==> src/hdl/frc_pkg.sv <==
`timescale 1ns / 1ps
// ----------------------------------------------------------------------------
// Frame receiver package
// Shared widths, status codes, configuration indexes and the request and result structs.
// ----------------------------------------------------------------------------
package frc_pkg;

  localparam int unsigned ByteW   = 8;
  localparam int unsigned SizeW   = 16;
  localparam int unsigned StatusW = 3;
  localparam int unsigned CfgIdxW = 1;
  localparam int unsigned CfgDatW = 16;

  // Offset carried by the identifier, size and checksum bytes.
  localparam logic [ByteW-1:0] ByteOffset = 8'd48;

  typedef enum logic [CfgIdxW-1:0] {
    CFG_EXPECTED_ID   = 1'b0,
    CFG_EXPECTED_SIZE = 1'b1
  } cfg_idx_e;

  typedef enum logic [StatusW-1:0] {
    ST_HEADER   = 3'd0,
    ST_STORED   = 3'd1,
    ST_GOOD     = 3'd2,
    ST_BAD_ID   = 3'd3,
    ST_BAD_SIZE = 3'd4,
    ST_BAD_CS   = 3'd5,
    ST_DROPPED  = 3'd6,
    ST_UNLOCKED = 3'd7
  } status_e;

  typedef struct packed {
    status_e          status;
    logic             write_valid;
    logic [SizeW-1:0] write_index;
    logic [ByteW-1:0] write_data;
    logic             frame_done;
  } res_t;

  typedef struct packed {
    logic             func;
    logic [ByteW-1:0] rx_byte;
  } req_t;

endpackage

==> src/hdl/frc_intf.sv <==
`timescale 1ns / 1ps
// ----------------------------------------------------------------------------
// Frame receiver channel interfaces
// Request, result and configuration write channels with valid/ready.
// ----------------------------------------------------------------------------
interface frc_req_if;
  logic                      valid;
  logic                      ready;
  logic                      func;
  logic [frc_pkg::ByteW-1:0] rx_byte;

  modport source (output valid, output func, output rx_byte, input ready);
  modport sink   (input valid, input func, input rx_byte, output ready);
endinterface

interface frc_res_if;
  logic                        valid;
  logic                        ready;
  logic [frc_pkg::StatusW-1:0] status;
  logic                        write_valid;
  logic [frc_pkg::SizeW-1:0]   write_index;
  logic [frc_pkg::ByteW-1:0]   write_data;
  logic                        frame_done;

  modport source (output valid, output status, output write_valid, output write_index,
                  output write_data, output frame_done, input ready);
  modport sink   (input valid, input status, input write_valid, input write_index,
                  input write_data, input frame_done, output ready);
endinterface

interface frc_cfg_if;
  logic                        valid;
  logic                        ready;
  logic [frc_pkg::CfgIdxW-1:0] index;
  logic [frc_pkg::CfgDatW-1:0] data;

  modport source (output valid, output index, output data, input ready);
  modport sink   (input valid, input index, input data, output ready);
endinterface

==> src/hdl/frame_receiver_checksum_top.sv <==
`timescale 1ns / 1ps
// ----------------------------------------------------------------------------
// Frame receiver with additive checksum, top level
// Checks byte-framed packets and reports one result per request.
// ----------------------------------------------------------------------------
// Each request is either a received byte or an unlock command, and each one
// produces exactly one result. A frame is an identifier byte, a size high
// byte, a size low byte, the payload bytes and a checksum byte; the header
// and checksum bytes carry an offset of 48 that is removed modulo 256. Each
// payload byte is reported as a buffer write and added to an 8-bit sum that
// the checksum must match. A good frame leaves the receiver locked, and
// further bytes are dropped until an unlock request arrives. The block
// accepts one request per clock cycle while the result register is not
// stalled: a request is registered, decided by one short pass of compare
// and add logic against the frame state, and the result is loaded into
// the result register once that register is free. A stalled result
// register holds the pipeline, and the input register keeps taking requests
// as long as the held one can move on. The configuration port (index 0
// expected_id, index 1 expected_size) is always ready and should be written
// only while no request is in flight.
// ----------------------------------------------------------------------------
module frame_receiver_checksum_top (
  input  logic      clk_i,
  input  logic      rst_ni,
  frc_req_if.sink   req_i,
  frc_res_if.source res_o,
  frc_cfg_if.sink   cfg_i
);

  frc_pkg::req_t in_req;
  frc_pkg::req_t s1_req;
  frc_pkg::res_t core_res;
  frc_pkg::res_t out_res;
  logic          s1_valid;
  logic          out_free;
  logic          adv;

  // The held request is decided and its result loaded in the same cycle.
  assign adv = s1_valid && out_free;

  assign in_req.func    = req_i.func;
  assign in_req.rx_byte = req_i.rx_byte;

  assign cfg_i.ready = 1'b1;

  frc_in_stage u_in_stage (
    .clk_i      (clk_i),
    .rst_ni     (rst_ni),
    .in_valid_i (req_i.valid),
    .in_req_i   (in_req),
    .in_ready_o (req_i.ready),
    .adv_i      (adv),
    .valid_o    (s1_valid),
    .req_o      (s1_req)
  );

  frc_core u_core (
    .clk_i      (clk_i),
    .rst_ni     (rst_ni),
    .cfg_we_i   (cfg_i.valid),
    .cfg_idx_i  (cfg_i.index),
    .cfg_data_i (cfg_i.data),
    .adv_i      (adv),
    .req_i      (s1_req),
    .res_o      (core_res)
  );

  frc_out_stage u_out_stage (
    .clk_i       (clk_i),
    .rst_ni      (rst_ni),
    .load_i      (adv),
    .res_i       (core_res),
    .free_o      (out_free),
    .out_valid_o (res_o.valid),
    .out_ready_i (res_o.ready),
    .res_o       (out_res)
  );

  assign res_o.status      = out_res.status;
  assign res_o.write_valid = out_res.write_valid;
  assign res_o.write_index = out_res.write_index;
  assign res_o.write_data  = out_res.write_data;
  assign res_o.frame_done  = out_res.frame_done;

endmodule

==> src/hdl/frc_in_stage.sv <==
`timescale 1ns / 1ps
// ----------------------------------------------------------------------------
// Frame receiver input stage
// Registers one request; takes a new one whenever the held one moves on.
// ----------------------------------------------------------------------------
module frc_in_stage (
  input  logic          clk_i,
  input  logic          rst_ni,
  input  logic          in_valid_i,
  input  frc_pkg::req_t in_req_i,
  output logic          in_ready_o,
  input  logic          adv_i,
  output logic          valid_o,
  output frc_pkg::req_t req_o
);

  logic          valid_q;
  frc_pkg::req_t req_q;

  assign in_ready_o = !valid_q || adv_i;
  assign valid_o    = valid_q;
  assign req_o      = req_q;

  always_ff @(posedge clk_i or negedge rst_ni) begin
    if (!rst_ni) begin
      valid_q <= 1'b0;
    end else if (in_ready_o) begin
      valid_q <= in_valid_i;
    end
  end

  always_ff @(posedge clk_i) begin
    if (in_ready_o && in_valid_i) begin
      req_q <= in_req_i;
    end
  end

endmodule

==> src/hdl/frc_core.sv <==
`timescale 1ns / 1ps
// ----------------------------------------------------------------------------
// Frame receiver core
// Frame state, configuration registers and the per-byte decision logic.
// ----------------------------------------------------------------------------
module frc_core (
  input  logic                        clk_i,
  input  logic                        rst_ni,
  input  logic                        cfg_we_i,
  input  logic [frc_pkg::CfgIdxW-1:0] cfg_idx_i,
  input  logic [frc_pkg::CfgDatW-1:0] cfg_data_i,
  input  logic                        adv_i,
  input  frc_pkg::req_t               req_i,
  output frc_pkg::res_t               res_o
);

  typedef enum logic [2:0] {
    PH_IDLE = 3'd0,
    PH_ID   = 3'd1,
    PH_SZH  = 3'd2,
    PH_SZL  = 3'd3,
    PH_PAY  = 3'd4
  } phase_e;

  phase_e                     phase_q, phase_d;
  logic [frc_pkg::ByteW-1:0]  size_high_q, size_high_d;
  logic [frc_pkg::SizeW-1:0]  byte_index_q, byte_index_d;
  logic [frc_pkg::ByteW-1:0]  running_sum_q, running_sum_d;
  logic                       locked_q, locked_d;
  logic [frc_pkg::ByteW-1:0]  expected_id_q;
  logic [frc_pkg::SizeW-1:0]  expected_size_q;

  logic [frc_pkg::ByteW-1:0]  stripped;
  logic [frc_pkg::SizeW-1:0]  rx_size;
  phase_e                     ph;

  assign stripped = req_i.rx_byte - frc_pkg::ByteOffset;
  assign rx_size  = {size_high_q, stripped};

  always_comb begin
    phase_d       = phase_q;
    size_high_d   = size_high_q;
    byte_index_d  = byte_index_q;
    running_sum_d = running_sum_q;
    locked_d      = locked_q;
    ph            = phase_q;
    res_o         = '0;
    res_o.status  = frc_pkg::ST_DROPPED;

    if (req_i.func) begin
      locked_d     = 1'b0;
      res_o.status = frc_pkg::ST_UNLOCKED;
    end else begin
      // An unlocked idle receiver treats the byte as the start of a frame.
      if (ph == PH_IDLE && !locked_q) begin
        locked_d      = 1'b1;
        byte_index_d  = '0;
        running_sum_d = '0;
        ph            = PH_ID;
      end
      case (ph)
        PH_IDLE: begin
          res_o.status = frc_pkg::ST_DROPPED;
        end
        PH_ID: begin
          if (stripped == expected_id_q) begin
            byte_index_d  = '0;
            running_sum_d = '0;
            ph            = PH_SZH;
            res_o.status  = frc_pkg::ST_HEADER;
          end else begin
            res_o.status = frc_pkg::ST_BAD_ID;
          end
        end
        PH_SZH: begin
          size_high_d  = stripped;
          ph           = PH_SZL;
          res_o.status = frc_pkg::ST_HEADER;
        end
        PH_SZL: begin
          if (rx_size == expected_size_q) begin
            ph           = PH_PAY;
            res_o.status = frc_pkg::ST_HEADER;
          end else begin
            res_o.status = frc_pkg::ST_BAD_SIZE;
          end
        end
        PH_PAY: begin
          if (byte_index_q < expected_size_q) begin
            res_o.write_valid = 1'b1;
            res_o.write_index = byte_index_q;
            res_o.write_data  = req_i.rx_byte;
            running_sum_d     = running_sum_q + req_i.rx_byte;
            byte_index_d      = byte_index_q + 16'd1;
            res_o.status      = frc_pkg::ST_STORED;
          end else if (stripped == running_sum_q) begin
            res_o.frame_done = 1'b1;
            ph               = PH_IDLE;
            res_o.status     = frc_pkg::ST_GOOD;
          end else begin
            res_o.status = frc_pkg::ST_BAD_CS;
          end
        end
        default: begin
          ph = PH_IDLE;
        end
      endcase
      phase_d = ph;
    end
  end

  always_ff @(posedge clk_i or negedge rst_ni) begin
    if (!rst_ni) begin
      phase_q         <= PH_IDLE;
      size_high_q     <= '0;
      byte_index_q    <= '0;
      running_sum_q   <= '0;
      locked_q        <= 1'b0;
      expected_id_q   <= '0;
      expected_size_q <= '0;
    end else begin
      if (adv_i) begin
        phase_q       <= phase_d;
        size_high_q   <= size_high_d;
        byte_index_q  <= byte_index_d;
        running_sum_q <= running_sum_d;
        locked_q      <= locked_d;
      end
      if (cfg_we_i) begin
        case (frc_pkg::cfg_idx_e'(cfg_idx_i))
          frc_pkg::CFG_EXPECTED_ID:   expected_id_q   <= cfg_data_i[frc_pkg::ByteW-1:0];
          frc_pkg::CFG_EXPECTED_SIZE: expected_size_q <= cfg_data_i;
          default: begin
          end
        endcase
      end
    end
  end

`ifndef NO_ASSERTIONS
  a_done_is_good: assert property (@(posedge clk_i) disable iff (!rst_ni)
    adv_i && res_o.frame_done |-> res_o.status == frc_pkg::ST_GOOD)
    else $error("frame_done without good status");

  a_good_ends_idle: assert property (@(posedge clk_i) disable iff (!rst_ni)
    adv_i && res_o.frame_done |=> phase_q == PH_IDLE && locked_q == $past(locked_q))
    else $error("good frame did not return to idle with the lock unchanged");

  a_locked_idle_holds: assert property (@(posedge clk_i) disable iff (!rst_ni)
    adv_i && !req_i.func && phase_q == PH_IDLE && locked_q |=>
      phase_q == PH_IDLE && locked_q)
    else $error("locked idle receiver left idle on a byte");

  a_write_in_payload: assert property (@(posedge clk_i) disable iff (!rst_ni)
    adv_i && res_o.write_valid |-> phase_q == PH_PAY && byte_index_q < expected_size_q)
    else $error("buffer write outside the payload");
`endif

endmodule

==> src/hdl/frc_out_stage.sv <==
`timescale 1ns / 1ps
// ----------------------------------------------------------------------------
// Frame receiver output stage
// Result register that holds one result until the consumer takes it.
// ----------------------------------------------------------------------------
module frc_out_stage (
  input  logic          clk_i,
  input  logic          rst_ni,
  input  logic          load_i,
  input  frc_pkg::res_t res_i,
  output logic          free_o,
  output logic          out_valid_o,
  input  logic          out_ready_i,
  output frc_pkg::res_t res_o
);

  logic          valid_q;
  frc_pkg::res_t res_q;

  assign free_o      = !valid_q || out_ready_i;
  assign out_valid_o = valid_q;
  assign res_o       = res_q;

  always_ff @(posedge clk_i or negedge rst_ni) begin
    if (!rst_ni) begin
      valid_q <= 1'b0;
    end else if (free_o) begin
      valid_q <= load_i;
    end
  end

  always_ff @(posedge clk_i) begin
    if (load_i) begin
      res_q <= res_i;
    end
  end

endmodule
==> src/flat_wrapper.sv <==
// flat-port wrapper written by rule: the top's interface ports become plain ports
module frame_receiver_checksum_top_flat 
  (clk_i, rst_ni, req_i_valid, req_i_func, req_i_rx_byte, req_i_ready, res_o_valid, res_o_status, res_o_write_valid, res_o_write_index, res_o_write_data, res_o_frame_done, res_o_ready, cfg_i_valid, cfg_i_index, cfg_i_data, cfg_i_ready);
  frc_req_if req_i_i ();
  frc_res_if res_o_i ();
  frc_cfg_if cfg_i_i ();
  input  logic clk_i;
  input  logic rst_ni;
  input wire logic [$bits(req_i_i.valid)-1:0] req_i_valid;
  input wire logic [$bits(req_i_i.func)-1:0] req_i_func;
  input wire logic [$bits(req_i_i.rx_byte)-1:0] req_i_rx_byte;
  output wire logic [$bits(req_i_i.ready)-1:0] req_i_ready;
  output wire logic [$bits(res_o_i.valid)-1:0] res_o_valid;
  output wire logic [$bits(res_o_i.status)-1:0] res_o_status;
  output wire logic [$bits(res_o_i.write_valid)-1:0] res_o_write_valid;
  output wire logic [$bits(res_o_i.write_index)-1:0] res_o_write_index;
  output wire logic [$bits(res_o_i.write_data)-1:0] res_o_write_data;
  output wire logic [$bits(res_o_i.frame_done)-1:0] res_o_frame_done;
  input wire logic [$bits(res_o_i.ready)-1:0] res_o_ready;
  input wire logic [$bits(cfg_i_i.valid)-1:0] cfg_i_valid;
  input wire logic [$bits(cfg_i_i.index)-1:0] cfg_i_index;
  input wire logic [$bits(cfg_i_i.data)-1:0] cfg_i_data;
  output wire logic [$bits(cfg_i_i.ready)-1:0] cfg_i_ready;
  assign req_i_i.valid = req_i_valid;
  assign req_i_i.func = req_i_func;
  assign req_i_i.rx_byte = req_i_rx_byte;
  assign req_i_ready = req_i_i.ready;
  assign res_o_valid = res_o_i.valid;
  assign res_o_status = res_o_i.status;
  assign res_o_write_valid = res_o_i.write_valid;
  assign res_o_write_index = res_o_i.write_index;
  assign res_o_write_data = res_o_i.write_data;
  assign res_o_frame_done = res_o_i.frame_done;
  assign res_o_i.ready = res_o_ready;
  assign cfg_i_i.valid = cfg_i_valid;
  assign cfg_i_i.index = cfg_i_index;
  assign cfg_i_i.data = cfg_i_data;
  assign cfg_i_ready = cfg_i_i.ready;
  frame_receiver_checksum_top u_core (.clk_i(clk_i), .rst_ni(rst_ni), .req_i(req_i_i), .res_o(res_o_i), .cfg_i(cfg_i_i));
endmodule
==> config.mk <==
export PLATFORM = sky130hd
export DESIGN_NAME = frame_receiver_checksum_top_flat
export DESIGN_NICKNAME = d
export VERILOG_FILES = /design/src/hdl/frc_pkg.sv /design/src/hdl/frc_intf.sv /design/src/hdl/frame_receiver_checksum_top.sv /design/src/hdl/frc_in_stage.sv /design/src/hdl/frc_core.sv /design/src/hdl/frc_out_stage.sv /design/src/flat_wrapper.sv
export SDC_FILE = /design/constraint.sdc
export NUM_CORES = 1
export LEC_CHECK = 0
export ABC_AREA = 1
export ABC_CLOCK_PERIOD_IN_PS = 3400
export BUFFER_PORTS_ARGS = -buffer_cell sky130_fd_sc_hd__buf_2
export CAP_MARGIN = 20
export CORE_MARGIN = 2
export CORE_UTILIZATION = 48
export CTS_BUF_LIST = sky130_fd_sc_hd__clkbuf_8
export CTS_CLUSTER_SIZE = 12
export DETAILED_ROUTE_END_ITERATION = 10
export PLACE_DENSITY = 0.67
export SLEW_MARGIN = 5
export SYNTH_ARGS = -nofsm -noshare
export SYNTH_HDL_FRONTEND = slang
export SYNTH_SLANG_ARGS = --single-unit
==> constraint.sdc <==
create_clock -name clk_i -period 3.4 [get_ports clk_i]
set_input_delay 0.34 -clock clk_i [delete_from_list [all_inputs] [get_ports clk_i]]
set_output_delay 0.34 -clock clk_i [all_outputs]
set_load 0.005 [all_outputs]
==> summary.md <==
| Metric | Value |
|---|---|
| Nets | 869 |
| Most used cell, CP | nand2_2 |
| Hold WC Path Type | in2reg |
| Die X | 115 um |
| ANT cells | 0 |
| Resized cells post-CTS | 0 |
| CTS tree | built |
| Worst Hold Depth | 1 |
| Final WL | 15.3 mm |
| Critical Path Source | u_core.u_core.byte_index_q[5]$_DFFE_PN0P_ |
| CTS Buffer Depth | 2 |
| Total gr overflow | 0 |
| Endpoints failing setup | 0 |
| Worst path max stage delay | 450 ps |
| Register area share after synthesis | 0.451 |
| Setup TNS | 0 ps |
| Worst path slowest cell | dfrtp_1 |
| WP data arrival | 3130 ps |
| Max cap viols | 0 |
| Status | finished, final reports clean |
| Layout Skew | 15.0 ps |
| Per-cell routed wire length | 15.5 um |
| Synth top area share | 0.260 |
| PwrDens | 743 mW/mm^2 |
| Final Cycle Share | 0.854 |
| Combinational share of power | 0.466 |
| Peak supply drop | 0.412 mV |
| RSZ-0062 raised after global routing | false |
| Startpoint types | flip-flop |
| Final Hold Viols | 0 |
| Cell Int Power | 2710 uW |
| CTS root buffer | clkbuf_8 |
| # clock sinks | 100 |
| # fillers | 1130 |
| Largest net degree at the start of global routing | 63 |
| Final RePlAce weighted congestion | 0.904 |
| Die ar. | 0.0133 sq mm |
| CP top delay family | simple AND/OR/NAND/NOR gates |
| Initial antenna violation count | 0 |
| Core ar. | 0.0121 sq mm |
| Max-slew violation total from the final report | 0 |
| Clock share of power | 0.158 |
| H-tree level count | 3 |
| EDFF count, synth | 38 |
| Hold Path Origin | req_i_rx_byte[4] |
| Synth Cell Area | 0.00597 sq mm |
| Synth area leader | dfrtp_1 |
| Number of cell rows | 40 |
| Die Y-Extent | 115 um |
| Final design utilization | 0.548 |
| Remaining DRCs | 0 |
| Main synth FF type | dfrtp_1 |
| Worst path required time | 3620 ps |
| Reg2reg start | u_core.u_core.byte_index_q[5]$_DFFE_PN0P_ |
| Worst-Margin Slew | 888 ps |
| Worst relative slew slack | 0.407 |
| Worst reg-to-reg path cell count | 10 |
| Worst Path Buf+Inv | 0 |
| Sw Share | 0.448 |
| Post-synth ARST share | 0.620 |
| Cells after synthesis | 759 |
| R2R Setup Slk | 500 ps |
| Iter 0 DRT Violations | 404 |
| Wire length of the first global-routing pass | 24.9 mm |
| Syn Nets | 815 |
| Most frequent cell after synthesis | nand2_1 |
| FF+latch count, synth | 100 |
| Vias in the first global route | 4924 |
| Setup repair bufs after CTS | 0 |
| Psw | 2200 uW |
| Crit. End Element | flip-flop |
| CP cell instances | ha_1 > a21oi_1 > nor2_1 > nor3_1 > nand2_1 > nand2_2 > nand2_2 > nor2_4 > nand2_2 > nor2_1 |
| Dpl hpwl | 11.0 mm |
| Initial Util | 0.495 |
| Synth cell types | 38 |
| Vias per inst | 5.19 |
| Total Routing Usage GR | 0.243 |
| LEAKAGE | 0.00341 uW |
| YS warnings | 0 |
| DR vias | 5122 |
| Worst-path clk slew | 100 ps |
| Antenna-violating nets left | 0 |
| Syn Area/Cell | 7.86 sq um |
| Maximum fanout along the worst path | 25 |
| Critical setup path kind | reg2reg |
| Worst Hold End | u_core.u_in_stage.req_o[4]$_DFFE_PP_ |
| Max Clock Freq | 344 MHz |
| Inserted Clock Buffers | 9 |
| Largest cells by area after synthesis | dfrtp_1, edfxtp_1, nand2_1 |
| Layout cell share with drive strength beyond 1 | 0.142 |
| Min cycle time layout | 2900 ps |
| PortBufs | 61 |
| Clock insertion delay at the later pin of the skew report | 390 ps |
| Synth top cells by count | nand2_1, inv_1, nor2_1 |
| Worst R2R End | u_core.u_out_stage.res_o[21]$_SDFFCE_PP0P_ |
| Hold buffer count at cts | 0 |
| Top Ports | 63 |
| Area Growth Syn to Fin | 10.7% |
| Initial DRT Pass Iterations | 6 |
| Sequential Power Share | 0.376 |
-- kinds of logic after synthesis --
logic type / share of synthesized area
and+or+nand+nor: 0.272
xor gates and xnor gates: 0.0499
AOI/OAI and AO/OA: 0.0772
other: 0.000628
DFF: 0.451
adders and majority gates: 0.0537
buffers and inverters: 0.0950
-- layer usage --
layer,part of all wire,vias up,track usage
met5,0,-,0
met1,0.45,2387,0.335
met4,0.026,0,0.102
li1,-,2532,-
met3,0.056,29,0.0335
met2,0.47,174,0.386
-- state kept, by name, indices dropped and copies added (netlist names) --
register	count
u_core.u_out_stage.res_o	29
u_core.u_core.locked_q	1
u_core.u_core.running_sum_q	8
u_core.u_core.byte_index_q	16
u_core.u_out_stage.out_valid_o	1
u_core.u_core.size_high_q	8
u_core.u_in_stage.valid_o	1
u_core.u_core.phase_q	3
u_core.u_core.expected_id_q	8
u_core.u_core.expected_size_q	16
u_core.u_in_stage.req_o	9
-- cell usage in the layout (no fill, tap or decap), drive strengths merged, types with 5 or more instances in the layout --
cell type  count
nand2        190
dfrtp         62
nand3b         8
buf           67
nor2          75
inv          119
clkinv         8
nor3          13
nand4         14
o21ai         28
a21boi         6
a31oi         10
ha            24
xor2          29
nand3         62
clkbuf         9
edfxtp        38
xnor2          5
a21oi         38
or2            7
-- how the worst max path moves through the flow --
stage,to,cells past startpoint
4_1_cts,u_core.u_out_stage.res_o[21]$_SDFFCE_PP0P_,10
5_1_grt,u_core.u_out_stage.res_o[22]$_SDFFCE_PP0P_,10
3_3_place_gp,u_core.u_out_stage.res_o[13]$_SDFFCE_PP0P_,10
2_1_floorplan,u_core.u_core.running_sum_q[0]$_DFFE_PN0P_,11
3_5_place_dp,u_core.u_out_stage.res_o[7]$_SDFFCE_PP0P_,10
6_report,u_core.u_out_stage.res_o[21]$_SDFFCE_PP0P_,10
-- metrics by stage --
step | worst slack, ps | power [uW] | area, sq um | instances | hold WS, ps
6_report | 496 | 4910 | 6610 | 986 | 122
5_1_grt | 247 | 5320 | 6610 | 986 | 113
4_1_cts | 530 | 4900 | 6610 | 986 | 109
3_5_place_dp | 562 | 4120 | 6410 | 970 | 483
3_3_place_gp | 697 | 4060 | 6410 | 970 | 474
2_1_floorplan | 1440 | 3500 | 5970 | 759 | 44.4
-- layout make-up --
class	count	area [sq um]	area share
multi-input cells	514	2710	0.410
flip-flops and latches	100	2690	0.407
inverters	121	454	0.0687
repair buffers	67	350	0.0530
well taps	168	210	0.0318
clock buffers	9	124	0.0187
clock inverters	7	68.8	0.0104
-- power by group through the flow --
| stage | Combinational [uW] | Sequential, uW | Clock (uW) |
|---|---|---|---|
| after CTS | 2270 | 1840 | 790 |
| after global placement | 2210 | 1850 | 0 |
| after floorplan | 1710 | 1790 | 0 |
| after global routing | 2600 | 1880 | 836 |
| after detailed placement | 2250 | 1870 | 0 |
| final | 2290 | 1850 | 775 |
-- worst register-to-register path: cells and delay by family, from the launching register on --
family                     cells  cell delay, ps
DFF                            1             450
AOI/OAI and AO/OA              1             160
adders and majority gates      1             340
and+or+nand+nor                8            1790
No activity file was read; power rests on OpenSTA's default activity.
